==> src/hdl/clmd_pkg.sv <==
// ----------------------------------------------------------------------------
// clmd_pkg: shared types and constants of the Content-Length deframer
// Holds the item and result types, the header key text, the character codes
// and the per-character header line scanner.
// ----------------------------------------------------------------------------
package clmd_pkg;

    // Default width of the content length and of the body counter.
    localparam int LEN_BITS_DEF = 32;

    typedef enum logic [1:0] {
        EV_BODY  = 2'd0,
        EV_EMPTY = 2'd1,
        EV_ERROR = 2'd2,
        EV_ABORT = 2'd3
    } t_event;

    typedef enum logic [1:0] {
        VP_SKIP   = 2'd0,
        VP_SIGN   = 2'd1,
        VP_DIGITS = 2'd2,
        VP_DONE   = 2'd3
    } t_vphase;

    typedef struct packed {
        logic       kind;
        logic [7:0] data;
    } t_item;

    typedef struct packed {
        t_event     event_res;
        logic [7:0] body_byte;
        logic       last;
    } t_result;

    // Scan state of the current header line, without the digit accumulator.
    typedef struct packed {
        logic       nonempty;
        logic [3:0] prefix_pos;
        logic       failed;
        t_vphase    phase;
        logic       negative;
    } t_line;

    localparam t_line LINE_CLEAR = '{1'b0, 4'd0, 1'b0, VP_SKIP, 1'b0};

    localparam logic [3:0] KEY_LEN = 4'd15;

    // Header key, padded to a power of two so a 4-bit position indexes it.
    localparam logic [7:0] KEY_TEXT [16] = '{
        "C", "o", "n", "t", "e", "n", "t", "-",
        "L", "e", "n", "g", "t", "h", ":", 8'h00
    };

    localparam logic [7:0] CH_TAB   = 8'h09;
    localparam logic [7:0] CH_LF    = 8'h0A;
    localparam logic [7:0] CH_CR    = 8'h0D;
    localparam logic [7:0] CH_SP    = 8'h20;
    localparam logic [7:0] CH_PLUS  = 8'h2B;
    localparam logic [7:0] CH_MINUS = 8'h2D;
    localparam logic [7:0] CH_0     = 8'h30;
    localparam logic [7:0] CH_9     = 8'h39;

    localparam int DEC_BASE = 10;

    // Advances the line scan by one content character. The take output says
    // that the character is a digit that goes into the length accumulator.
    function automatic t_line scan_char(input t_line st, input logic [7:0] c,
                                        output logic take);
        t_line nx;
        logic  digit;
        logic  ws;
        nx    = st;
        take  = 1'b0;
        digit = (c >= CH_0) && (c <= CH_9);
        ws    = (c == CH_SP) || ((c >= CH_TAB) && (c <= CH_CR));
        nx.nonempty = 1'b1;
        if (!st.failed) begin
            if (st.prefix_pos != KEY_LEN) begin
                if (c == KEY_TEXT[st.prefix_pos]) begin
                    nx.prefix_pos = 4'(st.prefix_pos + 4'd1);
                end else begin
                    nx.failed = 1'b1;
                end
            end else if ((st.phase == VP_SKIP) && ws) begin
                nx.phase = VP_SKIP;
            end else if ((st.phase == VP_SKIP) && ((c == CH_PLUS) || (c == CH_MINUS))) begin
                nx.negative = (c == CH_MINUS);
                nx.phase    = VP_SIGN;
            end else if ((st.phase != VP_DONE) && digit) begin
                take     = 1'b1;
                nx.phase = VP_DIGITS;
            end else begin
                nx.phase = VP_DONE;
            end
        end
        return nx;
    endfunction

endpackage

==> src/hdl/clmd_if.sv <==
// ----------------------------------------------------------------------------
// clmd_if: request channels of the Content-Length deframer
// The stream channel carries input bytes and end-of-stream markers; the
// result channel carries body bytes and message events.
// ----------------------------------------------------------------------------
interface clmd_in_if;
    logic       valid;
    logic       ready;
    logic       kind;
    logic [7:0] data;

    modport source (output valid, output kind, output data, input ready);
    modport sink   (input valid, input kind, input data, output ready);
endinterface

interface clmd_out_if;
    logic       valid;
    logic       ready;
    logic [1:0] event_res;
    logic [7:0] body_byte;
    logic       last;

    modport source (output valid, output event_res, output body_byte, output last,
                    input ready);
    modport sink   (input valid, input event_res, input body_byte, input last,
                     output ready);
endinterface

==> src/hdl/clmd_core.sv <==
// ----------------------------------------------------------------------------
// clmd_core: deframing state and single-pass update
// Holds the header and body state and turns one stream request into at most
// one result in the cycle in which it is stepped.
// ----------------------------------------------------------------------------
module clmd_core
    import clmd_pkg::*;
#(
    parameter int LEN_BITS = LEN_BITS_DEF
) (
    input  logic    i_clk,
    input  logic    i_rst_n,
    input  logic    i_step,
    input  t_item   i_item,
    output logic    o_res_valid,
    output t_result o_res
);

    localparam int MAG_W = LEN_BITS + 4;

    logic                r_in_body,    n_in_body;
    logic                r_pending_cr, n_pending_cr;
    t_line               r_line,       n_line;
    logic [LEN_BITS-1:0] r_mag,        n_mag;
    logic                r_have_len,   n_have_len;
    logic                r_len_neg,    n_len_neg;
    logic [LEN_BITS-1:0] r_rem,        n_rem;

    t_line               v_line_cr;
    t_line               v_line_c;
    logic                v_take_cr;
    logic                v_take_c;
    logic                v_take;
    logic [3:0]          v_digit;
    logic [MAG_W-1:0]    v_wide;
    logic [LEN_BITS-1:0] v_mag_acc;
    logic [LEN_BITS-1:0] v_rem_dec;
    logic [7:0]          v_c;

    assign v_c = i_item.data;

    // Character scan for both the plain path and the lone-CR path, where the
    // CR and its follower both count as content.
    always_comb begin
        v_line_cr = scan_char(r_line, CH_CR, v_take_cr);
        if (r_pending_cr) begin
            v_line_c = scan_char(v_line_cr, v_c, v_take_c);
        end else begin
            v_line_c = scan_char(r_line, v_c, v_take_c);
        end
        // A CR is never a digit, so only the follower can feed the accumulator.
        v_take = v_take_c | (r_pending_cr & v_take_cr);
    end

    // Decimal accumulate with saturation at the all-ones length.
    always_comb begin
        v_digit = 4'(v_c - CH_0);
        v_wide  = MAG_W'({4'd0, r_mag}) * MAG_W'(DEC_BASE) + MAG_W'(v_digit);
        if (v_wide[MAG_W-1:LEN_BITS] != 4'd0) begin
            v_mag_acc = '1;
        end else begin
            v_mag_acc = v_wide[LEN_BITS-1:0];
        end
        v_rem_dec = (r_rem != '0) ? LEN_BITS'(r_rem - 1'b1) : r_rem;
    end

    always_comb begin
        n_in_body    = r_in_body;
        n_pending_cr = r_pending_cr;
        n_line       = r_line;
        n_mag        = r_mag;
        n_have_len   = r_have_len;
        n_len_neg    = r_len_neg;
        n_rem        = r_rem;
        o_res_valid  = 1'b0;
        o_res        = '{EV_BODY, 8'd0, 1'b0};

        if (i_item.kind) begin
            o_res_valid  = 1'b1;
            o_res        = '{EV_ABORT, 8'd0, 1'b0};
            n_in_body    = 1'b0;
            n_pending_cr = 1'b0;
            n_line       = LINE_CLEAR;
            n_mag        = '0;
            n_have_len   = 1'b0;
            n_len_neg    = 1'b0;
            n_rem        = '0;
        end else if (r_in_body) begin
            o_res_valid = 1'b1;
            o_res       = '{EV_BODY, v_c, 1'b0};
            n_rem       = v_rem_dec;
            if (v_rem_dec == '0) begin
                o_res.last = 1'b1;
                n_in_body  = 1'b0;
                n_line     = LINE_CLEAR;
                n_mag      = '0;
                n_have_len = 1'b0;
                n_len_neg  = 1'b0;
            end
        end else if (r_pending_cr && (v_c == CH_LF)) begin
            n_pending_cr = 1'b0;
            n_line       = LINE_CLEAR;
            n_mag        = '0;
            if (r_line.nonempty) begin
                if (!r_line.failed && (r_line.prefix_pos == KEY_LEN)) begin
                    n_have_len = 1'b1;
                    n_len_neg  = r_line.negative && (r_mag != '0);
                    n_rem      = r_mag;
                end
            end else if (!r_have_len || r_len_neg) begin
                o_res_valid = 1'b1;
                o_res       = '{EV_ERROR, 8'd0, 1'b0};
                n_rem       = '0;
                n_have_len  = 1'b0;
                n_len_neg   = 1'b0;
            end else if (r_rem == '0) begin
                o_res_valid = 1'b1;
                o_res       = '{EV_EMPTY, 8'd0, 1'b0};
                n_have_len  = 1'b0;
                n_len_neg   = 1'b0;
            end else begin
                n_have_len = 1'b0;
                n_in_body  = 1'b1;
            end
        end else if (!r_pending_cr && (v_c == CH_CR)) begin
            n_pending_cr = 1'b1;
        end else begin
            n_pending_cr = 1'b0;
            n_line       = v_line_c;
            if (v_take) begin
                n_mag = v_mag_acc;
            end
        end
    end

    always_ff @(posedge i_clk) begin
        if (!i_rst_n) begin
            r_in_body    <= 1'b0;
            r_pending_cr <= 1'b0;
            r_line       <= LINE_CLEAR;
            r_mag        <= '0;
            r_have_len   <= 1'b0;
            r_len_neg    <= 1'b0;
            r_rem        <= '0;
        end else if (i_step) begin
            r_in_body    <= n_in_body;
            r_pending_cr <= n_pending_cr;
            r_line       <= n_line;
            r_mag        <= n_mag;
            r_have_len   <= n_have_len;
            r_len_neg    <= n_len_neg;
            r_rem        <= n_rem;
        end
    end

endmodule

==> src/hdl/content_length_message_deframer_top.sv <==
// ----------------------------------------------------------------------------
// content_length_message_deframer_top: Content-Length message deframer
// Splits a byte stream into header blocks and length-delimited bodies.
// ----------------------------------------------------------------------------
// The deframer takes one stream request per clock cycle, without gaps, as
// long as the result side keeps taking results. Each request is either a
// stream byte or an end-of-stream marker. Header lines end in CR LF and the
// header block ends at an empty line; the last line that starts with the
// case-sensitive key "Content-Length:" sets the body length, read like a C
// strtoll (leading white space, optional sign, decimal digits), saturating
// at the all-ones value of LEN_BITS bits. The body bytes that follow come
// out one result each, the final one with last set. A header block without
// a length, or with a negative one, gives an error event; a zero length gives
// an empty-message event. An end-of-stream marker always gives an abort event
// and returns the block to its reset state; a body that was partly delivered
// must then be dropped downstream. Header bytes and the end of a non-empty
// header line give no result. A request passes an input register and then
// the single-pass state update into a result register, from which its
// result is presented to the sink. The input ready follows the result
// ready in the same cycle whenever both registers are full, so throughput
// is one request per cycle, limited only by the result side.
// ----------------------------------------------------------------------------
module content_length_message_deframer_top
    import clmd_pkg::*;
#(
    parameter int LEN_BITS = LEN_BITS_DEF
) (
    input  logic  i_clk,
    input  logic  i_rst_n,
    clmd_in_if.sink    i_in,
    clmd_out_if.source o_out
);

    // Input register: holds one accepted stream request.
    logic    r_in_valid;
    t_item   r_in_item;

    // Result register: holds one result until the sink takes it.
    logic    r_out_valid;
    t_result r_out_res;

    logic    w_step;
    logic    w_accept;
    logic    w_res_valid;
    t_result w_res;

    // The held request is processed when the result register is free or is
    // being emptied in this same cycle.
    assign w_step     = r_in_valid && (!r_out_valid || o_out.ready);
    assign i_in.ready = !r_in_valid || w_step;
    assign w_accept   = i_in.valid && i_in.ready;

    always_ff @(posedge i_clk) begin
        if (!i_rst_n) begin
            r_in_valid <= 1'b0;
        end else if (w_accept) begin
            r_in_valid <= 1'b1;
        end else if (w_step) begin
            r_in_valid <= 1'b0;
        end
    end

    always_ff @(posedge i_clk) begin
        if (w_accept) begin
            r_in_item <= '{i_in.kind, i_in.data};
        end
    end

    clmd_core #(
        .LEN_BITS (LEN_BITS)
    ) u_core (
        .i_clk       (i_clk),
        .i_rst_n     (i_rst_n),
        .i_step      (w_step),
        .i_item      (r_in_item),
        .o_res_valid (w_res_valid),
        .o_res       (w_res)
    );

    always_ff @(posedge i_clk) begin
        if (!i_rst_n) begin
            r_out_valid <= 1'b0;
        end else if (w_step && w_res_valid) begin
            r_out_valid <= 1'b1;
        end else if (o_out.ready) begin
            r_out_valid <= 1'b0;
        end
    end

    always_ff @(posedge i_clk) begin
        if (w_step && w_res_valid) begin
            r_out_res <= w_res;
        end
    end

    assign o_out.valid     = r_out_valid;
    assign o_out.event_res = r_out_res.event_res;
    assign o_out.body_byte = r_out_res.body_byte;
    assign o_out.last      = r_out_res.last;

    // An end-of-stream request always leaves an abort result behind it.
    a_abort_result : assert property (@(posedge i_clk) disable iff (!i_rst_n)
        (w_step && r_in_item.kind) |=> (r_out_valid && (r_out_res.event_res == EV_ABORT)))
        else $error("end-of-stream request did not produce an abort result");

    // With the result register empty, the stream side is never held off.
    a_ready_when_free : assert property (@(posedge i_clk) disable iff (!i_rst_n)
        !r_out_valid |-> i_in.ready)
        else $error("stream side stalled while the result register was free");

    // Both registers full and the sink stalling: no new request may enter.
    a_hold_when_full : assert property (@(posedge i_clk) disable iff (!i_rst_n)
        (r_in_valid && r_out_valid && !o_out.ready) |-> !i_in.ready)
        else $error("request accepted while both registers were full");

    // The last flag only ever marks a body byte.
    a_last_on_body : assert property (@(posedge i_clk) disable iff (!i_rst_n)
        (w_step && w_res_valid && w_res.last) |=> (r_out_res.event_res == EV_BODY))
        else $error("last flag set on a result that is not a body byte");

endmodule

==> src/flat_wrapper.sv <==
// flat-port wrapper written by rule: the top's interface ports become plain ports
module content_length_message_deframer_top_flat import clmd_pkg::*;
#(
    parameter int LEN_BITS = LEN_BITS_DEF
)
  (i_clk, i_rst_n, i_in_valid, i_in_kind, i_in_data, i_in_ready, o_out_valid, o_out_event_res, o_out_body_byte, o_out_last, o_out_ready);
  clmd_in_if i_in_i ();
  clmd_out_if o_out_i ();
  input  logic i_clk;
  input  logic i_rst_n;
  input wire logic [$bits(i_in_i.valid)-1:0] i_in_valid;
  input wire logic [$bits(i_in_i.kind)-1:0] i_in_kind;
  input wire logic [$bits(i_in_i.data)-1:0] i_in_data;
  output wire logic [$bits(i_in_i.ready)-1:0] i_in_ready;
  output wire logic [$bits(o_out_i.valid)-1:0] o_out_valid;
  output wire logic [$bits(o_out_i.event_res)-1:0] o_out_event_res;
  output wire logic [$bits(o_out_i.body_byte)-1:0] o_out_body_byte;
  output wire logic [$bits(o_out_i.last)-1:0] o_out_last;
  input wire logic [$bits(o_out_i.ready)-1:0] o_out_ready;
  assign i_in_i.valid = i_in_valid;
  assign i_in_i.kind = i_in_kind;
  assign i_in_i.data = i_in_data;
  assign i_in_ready = i_in_i.ready;
  assign o_out_valid = o_out_i.valid;
  assign o_out_event_res = o_out_i.event_res;
  assign o_out_body_byte = o_out_i.body_byte;
  assign o_out_last = o_out_i.last;
  assign o_out_i.ready = o_out_ready;
  content_length_message_deframer_top #(.LEN_BITS(LEN_BITS)) u_core (.i_clk(i_clk), .i_rst_n(i_rst_n), .i_in(i_in_i), .o_out(o_out_i));
endmodule
==> config.mk <==
export PLATFORM = sky130hd
export DESIGN_NAME = content_length_message_deframer_top_flat
export DESIGN_NICKNAME = d
export VERILOG_FILES = /design/src/hdl/clmd_pkg.sv /design/src/hdl/clmd_if.sv /design/src/hdl/clmd_core.sv /design/src/hdl/content_length_message_deframer_top.sv /design/src/flat_wrapper.sv
export SDC_FILE = /design/constraint.sdc
export NUM_CORES = 1
export LEC_CHECK = 0
export BUFFER_PORTS_ARGS = -buffer_cell sky130_fd_sc_hd__clkbuf_2
export CAP_MARGIN = 10
export CELL_PAD_IN_SITES_DETAIL_PLACEMENT = 1
export CELL_PAD_IN_SITES_GLOBAL_PLACEMENT = 1
export CORE_UTILIZATION = 35
export CTS_BUF_LIST = sky130_fd_sc_hd__clkbuf_4 sky130_fd_sc_hd__clkbuf_8
export DETAILED_ROUTE_END_ITERATION = 8
export PLACE_DENSITY_LB_ADDON = 0.1
export SLEW_MARGIN = 0
export SYNTH_ARGS = -nofsm -noshare
export SYNTH_HDL_FRONTEND = slang
export SYNTH_SLANG_ARGS = --single-unit
==> constraint.sdc <==
create_clock -name i_clk -period 5.6 [get_ports i_clk]
set_input_delay 0.28 -clock i_clk [delete_from_list [all_inputs] [get_ports i_clk]]
set_output_delay 0.28 -clock i_clk [all_outputs]
set_load 0.005 [all_outputs]
; After elaboration in Yosys (flattened, before gate mapping)
; Memories as Yosys holds them, arrays and structs flattened.
; Cells that the tools add are included.
[totals]
out_inout_bits = 13
mem_bits_ro = 256
reg_bits = 99
n_memories = 2
[memory_table]
columns = name, depth, word_bits, read_ports, rd_ports_with_merged_regs, write_ports, line
row1 = (name not given), 16, 8, 1, 0, 0, clmd_pkg.sv:80  ; if (c == KEY_TEXT[st.prefix_pos]) begin
row2 = (name not given), 16, 8, 1, 0, 0, clmd_pkg.sv:80
[op_classes]
reduce_logical = 50
addsub = 5
n_lt_le_gt_ge = 6
n_mux = 101
bitwise = 2
eq_ne = 24
multipliers = 1
[ops]
columns = cell, n
row1 = 2-to-1 mux 32 bit, 14
row2 = logical NOT 32 bit, 2
row3 = nonzero test 32 bit, 2
row4 = 2-to-1 mux 8 bit, 7
row5 = 2-to-1 mux 1 bit, 55
row6 = 2-to-1 mux 9 bit, 5
row7 = 2-to-1 mux 11 bit, 4
row8 = adder 36 x 4 -> 36 bit, 1
row9 = multiplier 32 x 3 -> 35 bit (second input constant), 1
row10 = subtractor 32 x 1 -> 32 bit (second input constant), 1
row11 = != test 5 x 3 -> 1 bit (second input constant), 6
row12 = equality test 8 x 6 -> 1 bit (second input constant), 3
row13 = nonzero test 5 bit, 4
row14 = equality test 8 x 4 -> 1 bit (second input constant), 2
row15 = equality test 8 bit, 2
row16 = logical AND 1 bit, 15
row17 = 2-to-1 mux 5 bit, 3
row18 = 2-to-1 mux 2 bit, 6
row19 = 2-to-1 mux 4 bit, 3
row20 = AND reduction 4 bit, 3
row21 = nonzero test 4 bit, 3
row22 = AND reduction 11 bit, 1
row23 = >= comparator 5 bit (second input constant), 2
row24 = 2-to-1 mux 10 bit, 1
row25 = 27 further kinds, 43

; Logic depth before layout (Yosys ltp)
[logic_depth]
depth_word = 21
mapped_depth = 15

; By module
; From an unflattened synthesis, not the netlist that was laid out.
[unflattened]
cells_unflattened = 1226
hier_area_um2 = 9441.6
[modules_own_cells]
columns = module, area_each_um2, n_inst, cells_each
row1 = clmd_core, 8728.4, 1, 1193
row2 = content_length_message_deframer_top, 713.2, 1, 33

; Worst setup path after synthesis
; Ideal clock, no wire load.
[synth_path]
path_type = register to register
from = register u_core.u_core.r_mag[1]
to = register u_core.u_core.r_mag[10]
arrival_ns = 4.063
path_stages_with_launch = 16
setup_slack_ns = 1.408
required_ns = 5.471
cell_sequence = dfxtp_1 > ha_1 > ha_1 > inv_1 > fa_1 > nor2b_1 > o2111ai_1 > a2111oi_0 > nor4_1 > a211oi_1 > nand3_1 > nor4_1 > nand3_1 > o311ai_2 > clkbuf_1 > nand2_1
[synth_via]
elab_chain_len = 9
[synth_rtl]
columns = element, line
row1 = start: declaration, clmd_core.sv:24  ; logic [LEN_BITS-1:0] r_mag, n_mag;
row2 = start signal: assignment, clmd_core.sv:149  ; r_mag <= n_mag;
row3 = multiplier 32 x 3 -> 35 bit (*), clmd_core.sv:58  ; v_wide = MAG_W'({4'd0, r_mag}) * MAG_W'(DEC_BASE) + MAG_W'(v_digit);
row4 = adder 36 x 4 -> 36 bit (*), clmd_core.sv:58
row5 = nonzero test 4 bit, clmd_core.sv:59  ; if (v_wide[MAG_W-1:LEN_BITS] != 4'd0) begin
row6 = 2-to-1 mux 32 bit (*), clmd_core.sv:59
row7 = 2-to-1 mux 32 bit (*), clmd_core.sv:130  ; if (v_take) begin
row8 = 2-to-1 mux 32 bit (*), clmd_core.sv:125  ; end else if (!r_pending_cr && (v_c == CH_CR)) begin
row9 = 2-to-1 mux 32 bit (*), clmd_core.sv:100  ; end else if (r_pending_cr && (v_c == CH_LF)) begin
row10 = 2-to-1 mux 32 bit (*), clmd_core.sv:88  ; end else if (r_in_body) begin
row11 = 2-to-1 mux 32 bit (*), clmd_core.sv:78  ; if (i_item.kind) begin
; Mark *: on every way between the ends. The rest lies on a longest branch, timed or not. The select of a mux whose other input is x is not followed.
; A chain may end at the register's enable or synchronous reset.

; Worst setup path in the final report
[layout_path]
from = register u_core.u_core.r_mag[11]
to = register u_core.u_core.r_mag[2]
[layout_via]
elab_chain_len = 9
[layout_rtl]
columns = element, line
row1 = multiplier 32 x 3 -> 35 bit, clmd_core.sv:58
row2 = adder 36 x 4 -> 36 bit, clmd_core.sv:58
row3 = nonzero test 4 bit, clmd_core.sv:59
row4 = 2-to-1 mux 32 bit, clmd_core.sv:59
row5 = 2-to-1 mux 32 bit, clmd_core.sv:130
row6 = 2-to-1 mux 32 bit, clmd_core.sv:125
row7 = 2-to-1 mux 32 bit, clmd_core.sv:100
row8 = 2-to-1 mux 32 bit, clmd_core.sv:88
row9 = 2-to-1 mux 32 bit, clmd_core.sv:78
; No other way between the ends. The select of a mux whose other input is x is not followed.

==> summary.txt <==
Finish
  – Share of layout cells above drive strength 1: under 10%
  – Util after Layout: between 30% and 40%
  – Final nets: 1242
  – Layout overhead on the synthesized area: 6.87%
  – Fill cells: 3148
  – N_diodes: 0

Drt
  – WL final: 31.0 mm
  – Via count: between 8k and 9k
  – DR vias/cell: 5.87
  – Final ANT Viol Nets: 0
  – Number of DRC markers in iteration 0: 399
  – # DRC: 0
  – Drt first pass iters: 7
  – Avg WL per Cell: 20.8 µm

Status
  – Status: completed

Worst setup path
  – Crit Path Max Fanout: 32
  – CP max stage delay: a little under 0.8 ns
  – Worst reg-to-reg setup slack: 0.66 ns
  – Worst EP required: 5.87 ns
  – Slowest CP cell: a211oi_1
  – Startpoint Class: flip-flop
  – Setup crit end kind: flip-flop
  – Worst EP arrival: 5.21 ns
  – Critical setup path kind: reg2reg
  – Critical path, cell by cell: ha_1 > ha_1 > and3_1 > nand2_1 > a211oi_1 > a21oi_1 > a2111oi_0 > buf_4 > nand4_1 > nor4_1 > nand3_1 > o311ai_4 > buf_4 > o211ai_1

Synth
  – Distinct cells, synth: roughly 80
  – Post-Synthesis Cells: 1169
  – Total nets after synthesis: 1257
  – Async S/R FF share, synth: 0%
  – EDFF count, synth: 20
  – Post-Syn Area: 8950 µm²
  – Mapped Avg Cell Area: 7.65 µm²
  – Top FF cell, synth: dfxtp_1
  – Synth Warn #: 0
  – Most common cell in the synthesized netlist: nand2_1
  – Seq/Total Area, Yosys: between 20% and 30%
  – Yosys reg bits: 99
  – Yosys top cell area share: between 10% and 20%
  – Largest cells by area after synthesis: dfxtp_1 18%, ha_1 10%, edfxtp_1 6.7%
  – Area leader, netlist: dfxtp_1
  – Commonest cells post-synth: 119 x nand2_1, 116 x nor2_1, 87 x a21oi_1

CTS
  – Worst-path clk slew: 0.12 ns
  – Clock Latency Late Sink: 0.40 ns
  – Sink Count: 99
  – CTS H-Tree Depth: 3
  – Cts bufs inserted: 9
  – Clk Tree Root Cell: clkbuf_8
  – CTS tree: built
  – Post-CTS resize count: 0
  – Post-CTS setup buffer count: 0
  – CTS max path bufs: 2
  – Hold Buf Count CTS: 0

Hold path
  – Hold Path Class: in2reg

Floorplanning
  – Die area: around 26000 µm²
  – Die Ht: 162 µm
  – DIE WIDTH: around 160 µm
  – Core Box Area: about 25000 µm²
  – Initial Utilization: 35.6%
  – IO Count: 26
  – # rows: 58

GRT
  – GRT overflow: 0
  – First-pass GRT wire length: 49.6 mm
  – Largest net degree at the start of global routing: 38
  – All-Layer GR Usage: 24.0%
  – Number of global-route vias before repair: around 9k
  – Antenna violations before repair: 0

STA
  – Hold Fails Final Rpt: 0
  – RSZ-0062 raised after global routing: false
  – Final WS setup: 0.656 ns
  – Max_slew headroom: 34.4%
  – Final number of setup-violating endpoints: 0
  – Fmax: 0.202 GHz
  – Clock skew: 0.0159 ns
  – Worst-Margin Slew: 0.978 ns
  – Setup TNS: 0 ns
  – Final Cycle Share: ~88%
  – Pins Over Slew Limit: 0
  – Fin crit period: 4.94 ns

Power
  – Lkg Pwr: 3.81 nW
  – Max rail drop VDD: 0.0975 mV
  – Power Density: 159 nW/µm²

Job
  – Max-cap violation count: 0

Placement
  – Post-DP HPWL: 24.0 mm
  – Worst slack, placed: 0.679 ns
  – Port Buffers: 25
  – Routability Congestion: 0.835
==> power by group <==
part           switching, mW  internal, mW
Clock                  0.304         0.174
Sequential            0.0252         0.740
Combinational          0.181        0.0967
Total                  0.510          1.01
==> critical path: cells and delay by family, from the launching register on <==
family          cells  cell delay, ns
compound gates      5            1.90
fa+ha+maj           2            0.75
simple gates        5            1.12
buf+inv             2            0.57
flops               1            0.44
==> per-stage QoR <==
| stage | std cells | instance area [µm²] | hold WS (ns) | total power, mW |
|---|---|---|---|---|
| CTS | 1488 | 9560 | 0.0356 | 1.54 |
| detailed placement | 1472 | 9370 | 0.459 | 1.06 |
| floorplan | 1169 | 8950 | 0.379 | 0.972 |
| global route | 1489 | 9560 | 0.0417 | 1.60 |
| global placement | 1472 | 9370 | 0.456 | 1.06 |
| finish | 1489 | 9560 | 0.0543 | 1.52 |
==> final timing paths <==
kind                      startpoint                       to  depth (start not counted)
max reg2reg  u_core.u_core.r_mag[11]   u_core.u_core.r_mag[2]                         14
min                     i_in_data[6]      u_core.r_in_item[6]                          1
min reg2reg  u_core.u_core.r_len_neg  u_core.u_core.r_len_neg                          2
max          u_core.u_core.r_mag[11]   u_core.u_core.r_mag[2]                         14
==> kinds of logic (layout without fill, tap and decap cells) <==
family	count (synthesis)	in the layout	share of synthesized area, %
AOI/OAI and AO/OA	351	351	26.3
xor gates and xnor gates	74	74	7.24
adders and majority gates	75	75	10.7
buffers and inverters	99	89	4.22
DFF	99	99	24.4
muxes	12	12	1.37
and+or+nand+nor	459	459	25.9
==> routing by layer <==
metal	share of wire, %	global-route usage [%]	up-vias	routed length [µm]
met1	48	31.4	4319	14800
met3	1.4	1.56	16	419
met4	1.0	5.32	0	324
li1	-	-	4322	-
met2	50	42.8	79	15400
met5	0	0	-	0
==> registers in the layout (all words and copies together) (netlist names) <==
register                    cells
u_core.u_core.r_line            9
u_core.u_core.r_pending_cr      1
u_core.o_out.last               1
u_core.u_core.r_len_neg         1
u_core.o_out.body_byte          8
u_core.r_in_item                9
u_core.o_out.valid              1
u_core.u_core.r_mag            32
u_core.u_core.r_rem            32
u_core.u_core.r_in_body         1
u_core.o_out.event_res          2
u_core.u_core.r_have_len        1
u_core.r_in_valid               1
==> placed cells by master, fill, tap and decap left out, drive strengths merged, types with 27 or more instances in the layout <==
| master | n |
|---|---|
| nand2 | 119 |
| nor2 | 116 |
| a21oi | 87 |
| dfxtp | 79 |
| o21ai | 75 |
| ha | 73 |
| xnor2 | 47 |
| a22oi | 43 |
| nor3 | 39 |
| nor4 | 36 |
| inv | 36 |
| clkbuf | 34 |
| nand3 | 33 |
| xor2 | 27 |
==> area by class of cell <==
type | instances | area [µm²] | area share (%)
clock buffers | 9 | 124 | 1.30
clock inverters | 7 | 66.3 | 0.693
inverters | 31 | 116 | 1.22
multi-input cells | 971 | 6410 | 67.0
flip-flops and latches | 99 | 2180 | 22.8
well taps | 330 | 413 | 4.32
repair buffers | 42 | 253 | 2.64
No activity file was read; power rests on OpenSTA's default activity.
